$ cat src/design/tkt_pkg.sv
// shared types and constants for the top-k runtime tracker
// no dependencies
package tkt_pkg;

    localparam int ID_W          = 22;
    localparam int DELTA_W       = 64;
    localparam int TOP_COUNT_DEF = 16;

    typedef logic [ID_W-1:0]    id_t;
    typedef logic [DELTA_W-1:0] delta_t;

    // one kept entry of the sorted chain
    typedef struct packed {
        logic   valid;
        delta_t delta;
        id_t    id;
    } entry_t;

    // per-cycle command broadcast to every cell
    typedef struct packed {
        logic ins;    // insert the pending item
        logic shift;  // move every entry one place towards the head
        logic clr;    // drop all entries
    } cell_ctl_t;

endpackage

$ cat src/design/tkt_cell.sv
// one cell of the sorted chain: holds a single entry
// depends on tkt_pkg
module tkt_cell (
    input  logic               clk,
    input  logic               rst_n,
    input  tkt_pkg::cell_ctl_t ctl,
    input  tkt_pkg::delta_t    new_delta,
    input  tkt_pkg::id_t       new_id,
    input  tkt_pkg::entry_t    prev_q,
    input  logic               prev_take,
    input  tkt_pkg::entry_t    next_q,
    output tkt_pkg::entry_t    q,
    output logic               take
);
    import tkt_pkg::*;

    logic   valid_reg, valid_next;
    delta_t delta_reg, delta_next;
    id_t    id_reg, id_next;

    assign q    = '{valid: valid_reg, delta: delta_reg, id: id_reg};
    // strictly larger goes ahead, so an equal older entry stays in front
    assign take = !valid_reg || (new_delta > delta_reg);

    always_comb
    begin
        valid_next = valid_reg;
        delta_next = delta_reg;
        id_next    = id_reg;
        if (ctl.clr)
        begin
            valid_next = 1'b0;
        end
        else if (ctl.ins && take)
        begin
            if (prev_take)
            begin
                valid_next = prev_q.valid;
                delta_next = prev_q.delta;
                id_next    = prev_q.id;
            end
            else
            begin
                valid_next = 1'b1;
                delta_next = new_delta;
                id_next    = new_id;
            end
        end
        else if (ctl.shift)
        begin
            valid_next = next_q.valid;
            delta_next = next_q.delta;
            id_next    = next_q.id;
        end
    end

    always_ff @(posedge clk or negedge rst_n)
    begin
        if (!rst_n)
        begin
            valid_reg <= 1'b0;
        end
        else
        begin
            valid_reg <= valid_next;
        end
    end

    always_ff @(posedge clk)
    begin
        delta_reg <= delta_next;
        id_reg    <= id_next;
    end

endmodule

$ cat src/design/top_k_runtime_tracker.sv
// top level of the top-k runtime tracker: front stage, cell chain and report control
// depends on tkt_pkg and tkt_cell
//
// Each accepted item (start high while busy is low) carries a task id and two
// runtime snapshots; the block forms |runtime_now - max(1, runtime_start)| and
// files the pair into a chain of TOP_COUNT cells kept in descending order, the
// head cell holding the largest difference. An item that ties an older entry
// lands behind it, and an item that falls off the tail is simply lost. Items not
// marked last are taken one per clock while busy is low. An item marked last raises
// busy from the next cycle: it is filed into the chain first, then the report runs
// while the chain shifts towards the head and the head cell is put on the result
// ports. Results come one per cycle on strobe, largest first, in the cycle after
// the head is read; final_entry marks the last one. Differences of 0 or 1 are not
// reported. The chain is emptied at the end of the report, even when nothing was
// reported. There is no back-pressure on the result side: every strobe must be
// taken in the cycle it is shown. A report holds at most TOP_COUNT results.
module top_k_runtime_tracker #(
    parameter int TOP_COUNT = tkt_pkg::TOP_COUNT_DEF
) (
    input  logic            clk,
    input  logic            rst_n,
    input  logic            start,
    output logic            busy,
    input  tkt_pkg::id_t    task_id,
    input  tkt_pkg::delta_t runtime_start,
    input  tkt_pkg::delta_t runtime_now,
    input  logic            is_last,
    output logic            strobe,
    output tkt_pkg::id_t    ranked_id,
    output tkt_pkg::delta_t ranked_delta,
    output logic            final_entry
);
    import tkt_pkg::*;

    // front stage: clamped start snapshot and absolute difference
    delta_t start_clamped;
    delta_t abs_diff;
    logic   accept;

    // pending item, filed into the chain the cycle after acceptance
    logic   pend_valid_reg, pend_valid_next;
    logic   pend_last_reg, pend_last_next;
    delta_t pend_delta_reg;
    id_t    pend_id_reg;

    // report in progress
    logic   rpt_reg, rpt_next;

    // result registers
    logic   strobe_reg, strobe_next;
    logic   final_reg, final_next;
    id_t    rid_reg;
    delta_t rdelta_reg;

    // chain wiring: cell_q[TOP_COUNT] is the empty slot behind the tail
    entry_t    cell_q [0:TOP_COUNT];
    logic      take_w [0:TOP_COUNT];
    cell_ctl_t ctl;

    logic head_ok;
    logic next_ok;

    assign busy   = rpt_reg || (pend_valid_reg && pend_last_reg);
    assign accept = start && !busy;

    // a zero start snapshot counts as one
    assign start_clamped = {runtime_start[DELTA_W-1:1],
                            runtime_start[0] | ~(|runtime_start[DELTA_W-1:1])};
    assign abs_diff = (runtime_now > start_clamped) ? (runtime_now - start_clamped)
                                                    : (start_clamped - runtime_now);

    assign cell_q[TOP_COUNT] = '0;
    assign take_w[0]         = 1'b0;

    genvar g;
    generate
        for (g = 0; g < TOP_COUNT; g++)
        begin : g_cell
            entry_t prev_w;
            if (g == 0)
            begin : g_head
                assign prev_w = '0;
            end
            else
            begin : g_body
                assign prev_w = cell_q[g-1];
            end

            tkt_cell u_cell (
                .clk       (clk),
                .rst_n     (rst_n),
                .ctl       (ctl),
                .new_delta (pend_delta_reg),
                .new_id    (pend_id_reg),
                .prev_q    (prev_w),
                .prev_take (take_w[g]),
                .next_q    (cell_q[g+1]),
                .q         (cell_q[g]),
                .take      (take_w[g+1])
            );
        end
    endgenerate

    // an entry is worth reporting when it is valid and its difference exceeds one
    assign head_ok = cell_q[0].valid && (|cell_q[0].delta[DELTA_W-1:1]);
    assign next_ok = cell_q[1].valid && (|cell_q[1].delta[DELTA_W-1:1]);

    always_comb
    begin
        pend_valid_next = accept;
        pend_last_next  = accept && is_last;
        rpt_next        = rpt_reg;
        strobe_next     = 1'b0;
        final_next      = 1'b0;
        ctl             = '0;

        if (pend_valid_reg)
        begin
            ctl.ins = 1'b1;
            if (pend_last_reg)
            begin
                rpt_next = 1'b1;
            end
        end

        if (rpt_reg)
        begin
            if (head_ok)
            begin
                strobe_next = 1'b1;
                final_next  = !next_ok;
            end
            if (head_ok && next_ok)
            begin
                ctl.shift = 1'b1;
            end
            else
            begin
                // last reportable entry shown or none left: empty the chain
                ctl.clr  = 1'b1;
                rpt_next = 1'b0;
            end
        end
    end

    always_ff @(posedge clk or negedge rst_n)
    begin
        if (!rst_n)
        begin
            pend_valid_reg <= 1'b0;
            pend_last_reg  <= 1'b0;
            rpt_reg        <= 1'b0;
            strobe_reg     <= 1'b0;
            final_reg      <= 1'b0;
        end
        else
        begin
            pend_valid_reg <= pend_valid_next;
            pend_last_reg  <= pend_last_next;
            rpt_reg        <= rpt_next;
            strobe_reg     <= strobe_next;
            final_reg      <= final_next;
        end
    end

    // payload registers
    always_ff @(posedge clk)
    begin
        if (accept)
        begin
            pend_delta_reg <= abs_diff;
            pend_id_reg    <= task_id;
        end
        rid_reg    <= cell_q[0].id;
        rdelta_reg <= cell_q[0].delta;
    end

    assign strobe       = strobe_reg;
    assign final_entry  = final_reg;
    assign ranked_id    = rid_reg;
    assign ranked_delta = rdelta_reg;

endmodule

$ cat config.mk
export PLATFORM = sky130hd
export DESIGN_NAME = top_k_runtime_tracker
export DESIGN_NICKNAME = d
export VERILOG_FILES = /design/src/design/tkt_pkg.sv /design/src/design/tkt_cell.sv /design/src/design/top_k_runtime_tracker.sv
export SDC_FILE = /design/constraint.sdc
export NUM_CORES = 2
export LEC_CHECK = 0
export BUFFER_PORTS_ARGS = -buffer_cell sky130_fd_sc_hd__buf_2
export CAP_MARGIN = 20
export CORE_ASPECT_RATIO = 0.8
export CORE_MARGIN = 3
export CORE_UTILIZATION = 50
export CTS_CLUSTER_DIAMETER = 150
export CTS_CLUSTER_SIZE = 40
export DETAILED_ROUTE_END_ITERATION = 8
export PLACE_DENSITY = 0.66
export SYNTH_ARGS = -nofsm -noshare
export SYNTH_HDL_FRONTEND = slang
export SYNTH_SLANG_ARGS = --single-unit
export TNS_END_PERCENT = 50
$ cat constraint.sdc
create_clock -name clk -period 10.15 [get_ports clk]
set_clock_uncertainty 0.1 [all_clocks]
set_input_delay 2.03 -clock clk [delete_from_list [all_inputs] [get_ports clk]]
set_output_delay 2.03 -clock clk [all_outputs]
set_load 0.05 [all_outputs]
# ---- After elaboration in Yosys (flattened, before gate mapping)
# Cells that the tools add are included.
dict set report totals {
  reg_bits 1569
  input_bits 154
  out_inout_bits 89
  elab_cells 357
}
dict set report op_classes {
  n_addsub 2
  n_lt_le_gt_ge 17
  n_mux 170
  n_bitwise 3
  n_reduce_logical 108
}
# op n
set ops {}
lappend ops {{2-to-1 mux 64 bit} 48}
lappend ops {{greater-than comparator 64 bit} 17}
lappend ops {{2-to-1 mux 22 bit} 47}
lappend ops {{OR reduction 63 bit} 3}
lappend ops {{subtractor 64 bit} 2}
lappend ops {{2-to-1 mux 1 bit} 74}
lappend ops {{nonzero test 3 bit} 16}
lappend ops {{AND reduction 2 bit} 16}
lappend ops {{nonzero test 2 bit} 16}
lappend ops {{logical AND 1 bit} 22}
lappend ops {{logical NOT 1 bit} 18}
lappend ops {{logical OR 1 bit} 17}
lappend ops {{2-to-1 mux 2 bit} 1}
lappend ops {{inverter 1 bit} 2}
lappend ops {{OR 1 bit} 1}

# ---- Longest topological paths before layout
dict set report depth {
  word_depth 8
  mapped_depth 20
  depth_no_buf 18
}

# ---- Hierarchy
# A second synthesis with hierarchy kept.
dict set report hier_totals {
  cells_unflattened 9831
  area_unflattened_um2 116940.9
}
# mod n_inst cells_each area_each_um2 seq_area_each_um2
set modules_own_cells {}
lappend modules_own_cells {tkt_cell 16 519 6500.0 2607.5}
lappend modules_own_cells {top_k_runtime_tracker 1 1527 12941.2 4429.2}

# ---- Least setup slack after synthesis
# No wires, ideal clock.
dict set report synth_path {
  kind {register -> register}
  start {reg pend_delta_reg[11]}
  end {reg g_cell[5].u_cell.delta_reg[0], enable pin}
  setup_time_ps 559
  arrival_ps 7029
  required_ps 9491
  slack_ps 2462
  path_stages_with_launch 13
  n_path_buf 2
  synth_period_minus_slack_ps 7688
  path_cell_list {edfxtp_1 -> ha_1 -> nand4_1 -> or2_2 -> nor4_1 -> o41ai_1 -> a31oi_1 -> nor3_1 -> a2bb2oi_2 -> or2_2 -> buf_2 -> buf_1 -> a21oi_1}
}
dict set report synth_between {
  elab_chain_len 5
}
# item line
set synth_rtl {}
lappend synth_rtl {{start: declaration} top_k_runtime_tracker.sv:43} ;# delta_t pend_delta_reg;
lappend synth_rtl {{start signal: assignment} top_k_runtime_tracker.sv:171} ;# pend_delta_reg <= abs_diff;
lappend synth_rtl {{greater-than comparator 64 bit} tkt_cell.sv:23} ;# assign take = !valid_reg || (new_delta > delta_reg);
lappend synth_rtl {{logical OR 1 bit} tkt_cell.sv:23}
lappend synth_rtl {{logical AND 1 bit} tkt_cell.sv:34} ;# else if (ctl.ins && take)
lappend synth_rtl {{nonzero test 2 bit (no line)} --}
lappend synth_rtl {{AND reduction 2 bit (no line)} --}
lappend synth_rtl {{end signal: assignment} tkt_cell.sv:71} ;# delta_reg <= delta_next;
lappend synth_rtl {{end: declaration} tkt_cell.sv:18} ;# delta_t delta_reg, delta_next;
# No other way between the ends.
# A chain may end at the register's enable or synchronous reset.

# ---- Final worst setup path
dict set report layout_path {
  start {in runtime_start[18]}
  end {reg pend_delta_reg[62], data pin}
}
dict set report layout_between {
  elab_chain_len 5
  elab_cells_between_ends 7
  classes_between {add/sub (2); order compare (1); mux (1); bitwise (2); reduce/logical (1)}
}
# item line
set layout_rtl {}
lappend layout_rtl {{start: declaration} top_k_runtime_tracker.sv:25} ;# input tkt_pkg::delta_t runtime_start,
lappend layout_rtl {{OR reduction 63 bit} top_k_runtime_tracker.sv:68} ;# runtime_start[0] | ~(|runtime_start[DELTA_W-1:1])};
lappend layout_rtl {{inverter 1 bit} top_k_runtime_tracker.sv:68}
lappend layout_rtl {{OR 1 bit} top_k_runtime_tracker.sv:68}
lappend layout_rtl {{subtractor 64 bit (tied with other cells)} top_k_runtime_tracker.sv:70} ;# : (start_clamped - runtime_now);
lappend layout_rtl {{2-to-1 mux 64 bit (*)} top_k_runtime_tracker.sv:69} ;# assign abs_diff = (runtime_now > start_clamped) ? (runtime_now - start_clamped)
lappend layout_rtl {{named net abs_diff[62]} top_k_runtime_tracker.sv:37} ;# delta_t abs_diff;
# The timed path passes the listed nets; every way through them passes the cells marked *.

==> reports/results.txt <==
outcome: finished, final reports clean
Synth Area per Inst: 9.63 um2
power density cells: 388 mW/mm2
Wirelength per Cell: 27.4 um
Placer Congestion: 0.996
global-route wire length before repair: 563000 um
DP Area: 0.113 mm2
total CTS buffers: 46
minimum clock period: 7.21 ns
top cell type's share of synthesized area: 40.5%
port bufs: 242
setup bufs post-CTS: 0
Mapped Nets: 12600
r2r worst-path depth: 12
Hold WC Path Type: reg2reg
end point of the critical path: pend_delta_reg[62]$_DFFE_PP_
DP Worst Slack: 2.30 ns
crit-path leading delay family: compound AO/OA/AOI/OAI gates
P_leak: 52.4 nW
initial core utilization: 50.4%
CP max FO: 47
Post-synth EDFFs: 1462
number of detailed-route iterations in the first pass: 8
root buf cell: clkbuf_16
post-synth design cell area: 0.108 mm2
number of clock sinks: 1569
worst vdd ir: 0.565 mV
top cells by instance count after synthesis: edfxtp_1 (1462), a21oi_1 (1228), inv_1 (1193), ha_1 (1151), mux2i_1 (1054)
top cells by area, synth: edfxtp_1 (40%), ha_1 (13%), mux2i_1 (9.7%), a21oi_1 (5.7%), inv_1 (4.1%)
post-route ant nets: 0
Netlist cell types: 90
TritonCTS clock tree: built
hold slack: 0.292 ns
IO Count: 243
hold buffers post-CTS: 0
crit path launch: runtime_start[18]
Worst path slowest cell: mux2i_1
final instance area: 0.114 mm2
crit share post-route: 71.0%
Clock H-tree levels: 2
Fin Setup TNS: 0 ns
Max Root-Sink Buffers: 3
max FFs per register: 1024
Yosys reg bits: 1569
die extent in x: 527 um
die area: 0.223 mm2
Worst path depth: 19
All-Layer GR Usage: 33.3%
std cell rows: 152
Post-synth top flop: edfxtp_1
# setup viols final: 0
top-count cell post-synth: edfxtp_1
Vias/cell: 6.36
Least-Margin Pin Slew: 1.32 ns
clock transition at the registers of the reported paths: 0.16 ns
Async S/R FF share, synth: 1.34%
Cells after Synth: 11300
fraction of final layout cells sized beyond drive strength 1: 6.13%
initial antenna violation count: 27
total gr overflow: 0
# resized after CTS: 0
worst path required time: 10.58 ns
Max Fclk: 0.139 GHz
residual DRC count: 0
Synthesis Warnings: 0
via count: 89200
relative max-transition margin: 12.2%
R2R Path Start: pend_delta_reg[24]$_DFFE_PP_
non-filler instance count after layout: 14000
FF+latch area: 0.0462 mm2
Arr. time, crit path: 7.64 ns
startpoint types: input port
crit-path cells: buf_2 -> nor4_1 -> nand4_1 -> nor2_1 -> a41o_1 -> ha_1 -> inv_1 -> fa_1 -> a211oi_2 -> o211ai_1 -> a21oi_1 -> o21ai_2 -> a31oi_1 -> a21bo_1 -> buf_4 -> mux2i_1 -> a41oi_1 -> o41ai_2 -> xor2_1
1st-iter DRT viols: 11200
final worst slack: 2.94 ns
Filler cells: 19200
Setup CP Type: in2reg
number of max-cap violations: 0
reg2reg setup slack: 3.49 ns
vias in the first global route: 84500
worst-skew pair later-pin latency: 0.80 ns
largest net degree at the start of global routing: 175
Worst path max stage delay: 0.63 ns
placed cell count: 13900
DRT Wirelength: 384000 um
FF-to-FF End: g_cell[12].u_cell.id_reg[1]$_DFFE_PP_
sequential-to-total area share from yosys stat: 42.6%
area taken by multi-input logic gates: 0.0554 mm2
Buffers & Inverters on Critical Path: 3
RSZ-0062 raised after global routing: no
hpwl dp: 284000 um
Max Slew Vio Count: 0
Core Box Area: 0.215 mm2
P&R area growth vs syn: 5.27%
Fin. Hold Viols: 0
worst hold start: g_cell[0].u_cell.id_reg[5]$_DFFE_PP_
Die Ht: 423 um
Layout Nets: 12400
top cell type by total area after synthesis: edfxtp_1
crit end category: flop
[worst min-delay path by stage]
stage,to,slack (ns),depth (start not counted)
2_1_floorplan,ranked_id[0]$_DFF_P_,0.25,0
3_3_place_gp,ranked_id[1]$_DFF_P_,0.26,0
3_5_place_dp,ranked_id[1]$_DFF_P_,0.26,0
4_1_cts,ranked_id[2]$_DFF_P_,0.29,0
5_1_grt,ranked_id[2]$_DFF_P_,0.30,0
6_report,ranked_id[5]$_DFF_P_,0.29,0
[worst register-to-register path, stage by stage (launching register included)]
cell	delay, ns
edfxtp_1	0.74
buf_4	0.48
buf_4	0.33
ha_1	0.15
nand4_1	0.09
nor4_1	0.80
nand4_1	0.72
o21a_1	0.45
o21a_4	0.27
nor3_2	0.31
buf_4	0.55
buf_4	0.94
mux2_2	0.52
[power by group]
group	switching (mW)	internal (mW)	leakage [nW]
clock	2.16	0.906	0.668
combinational	16.4	8.69	36.7
sequential	3.21	12.9	15.0
total	21.8	22.5	52.4
[metrics by stage]
| stage | total power [mW] | util, % |
|---|---|---|
| final | 44.3 | 53.1 |
| after detailed placement | 40.7 | 52.4 |
| after CTS | 43.7 | 53.0 |
| after global routing | 47.1 | 53.0 |
| after floorplan | 32.2 | - |
| after global placement | 39.7 | 52.3 |
[final cells by class]
class                      count  area share, %
clock inverter                 7          0.118
inverter                    1193           3.92
tap                         2849           3.12
antenna                       18         0.0395
timing repair buffer         459           2.72
clock buffer                  79           1.12
multi-input combinational   7847           48.5
sequential                  1569           40.4
[layer usage]
metal	track usage (%)	wire [um]
met5	0	196
met4	10.9	13400
met3	8.27	44300
met2	48.1	159000
met1	48.5	166000
[cells by family after synthesis]
logic type / count (synthesis) / synth area share [%]
buf+inv: 1850 / 6.81
compound gates: 3064 / 16.3
simple gates: 2439 / 10.0
xor+xnor: 62 / 0.501
fa+ha+maj: 1153 / 13.3
mux: 1129 / 10.5
flops: 1569 / 42.6
[cell usage in the layout (no fill, tap or decap), types with 243 or more instances in the layout]
cell	synthesis	routed
a21o_1	459	458
a21oi_1	1228	1219
buf_2	186	243
edfxtp_1	1462	1462
ha_1	1151	1151
inv_1	1193	1193
mux2i_1	1054	1054
nand2_1	839	839
nand4_1	282	282
nor2_1	847	841
o21ai_0	798	797
(Power assumes the default switching activity.)
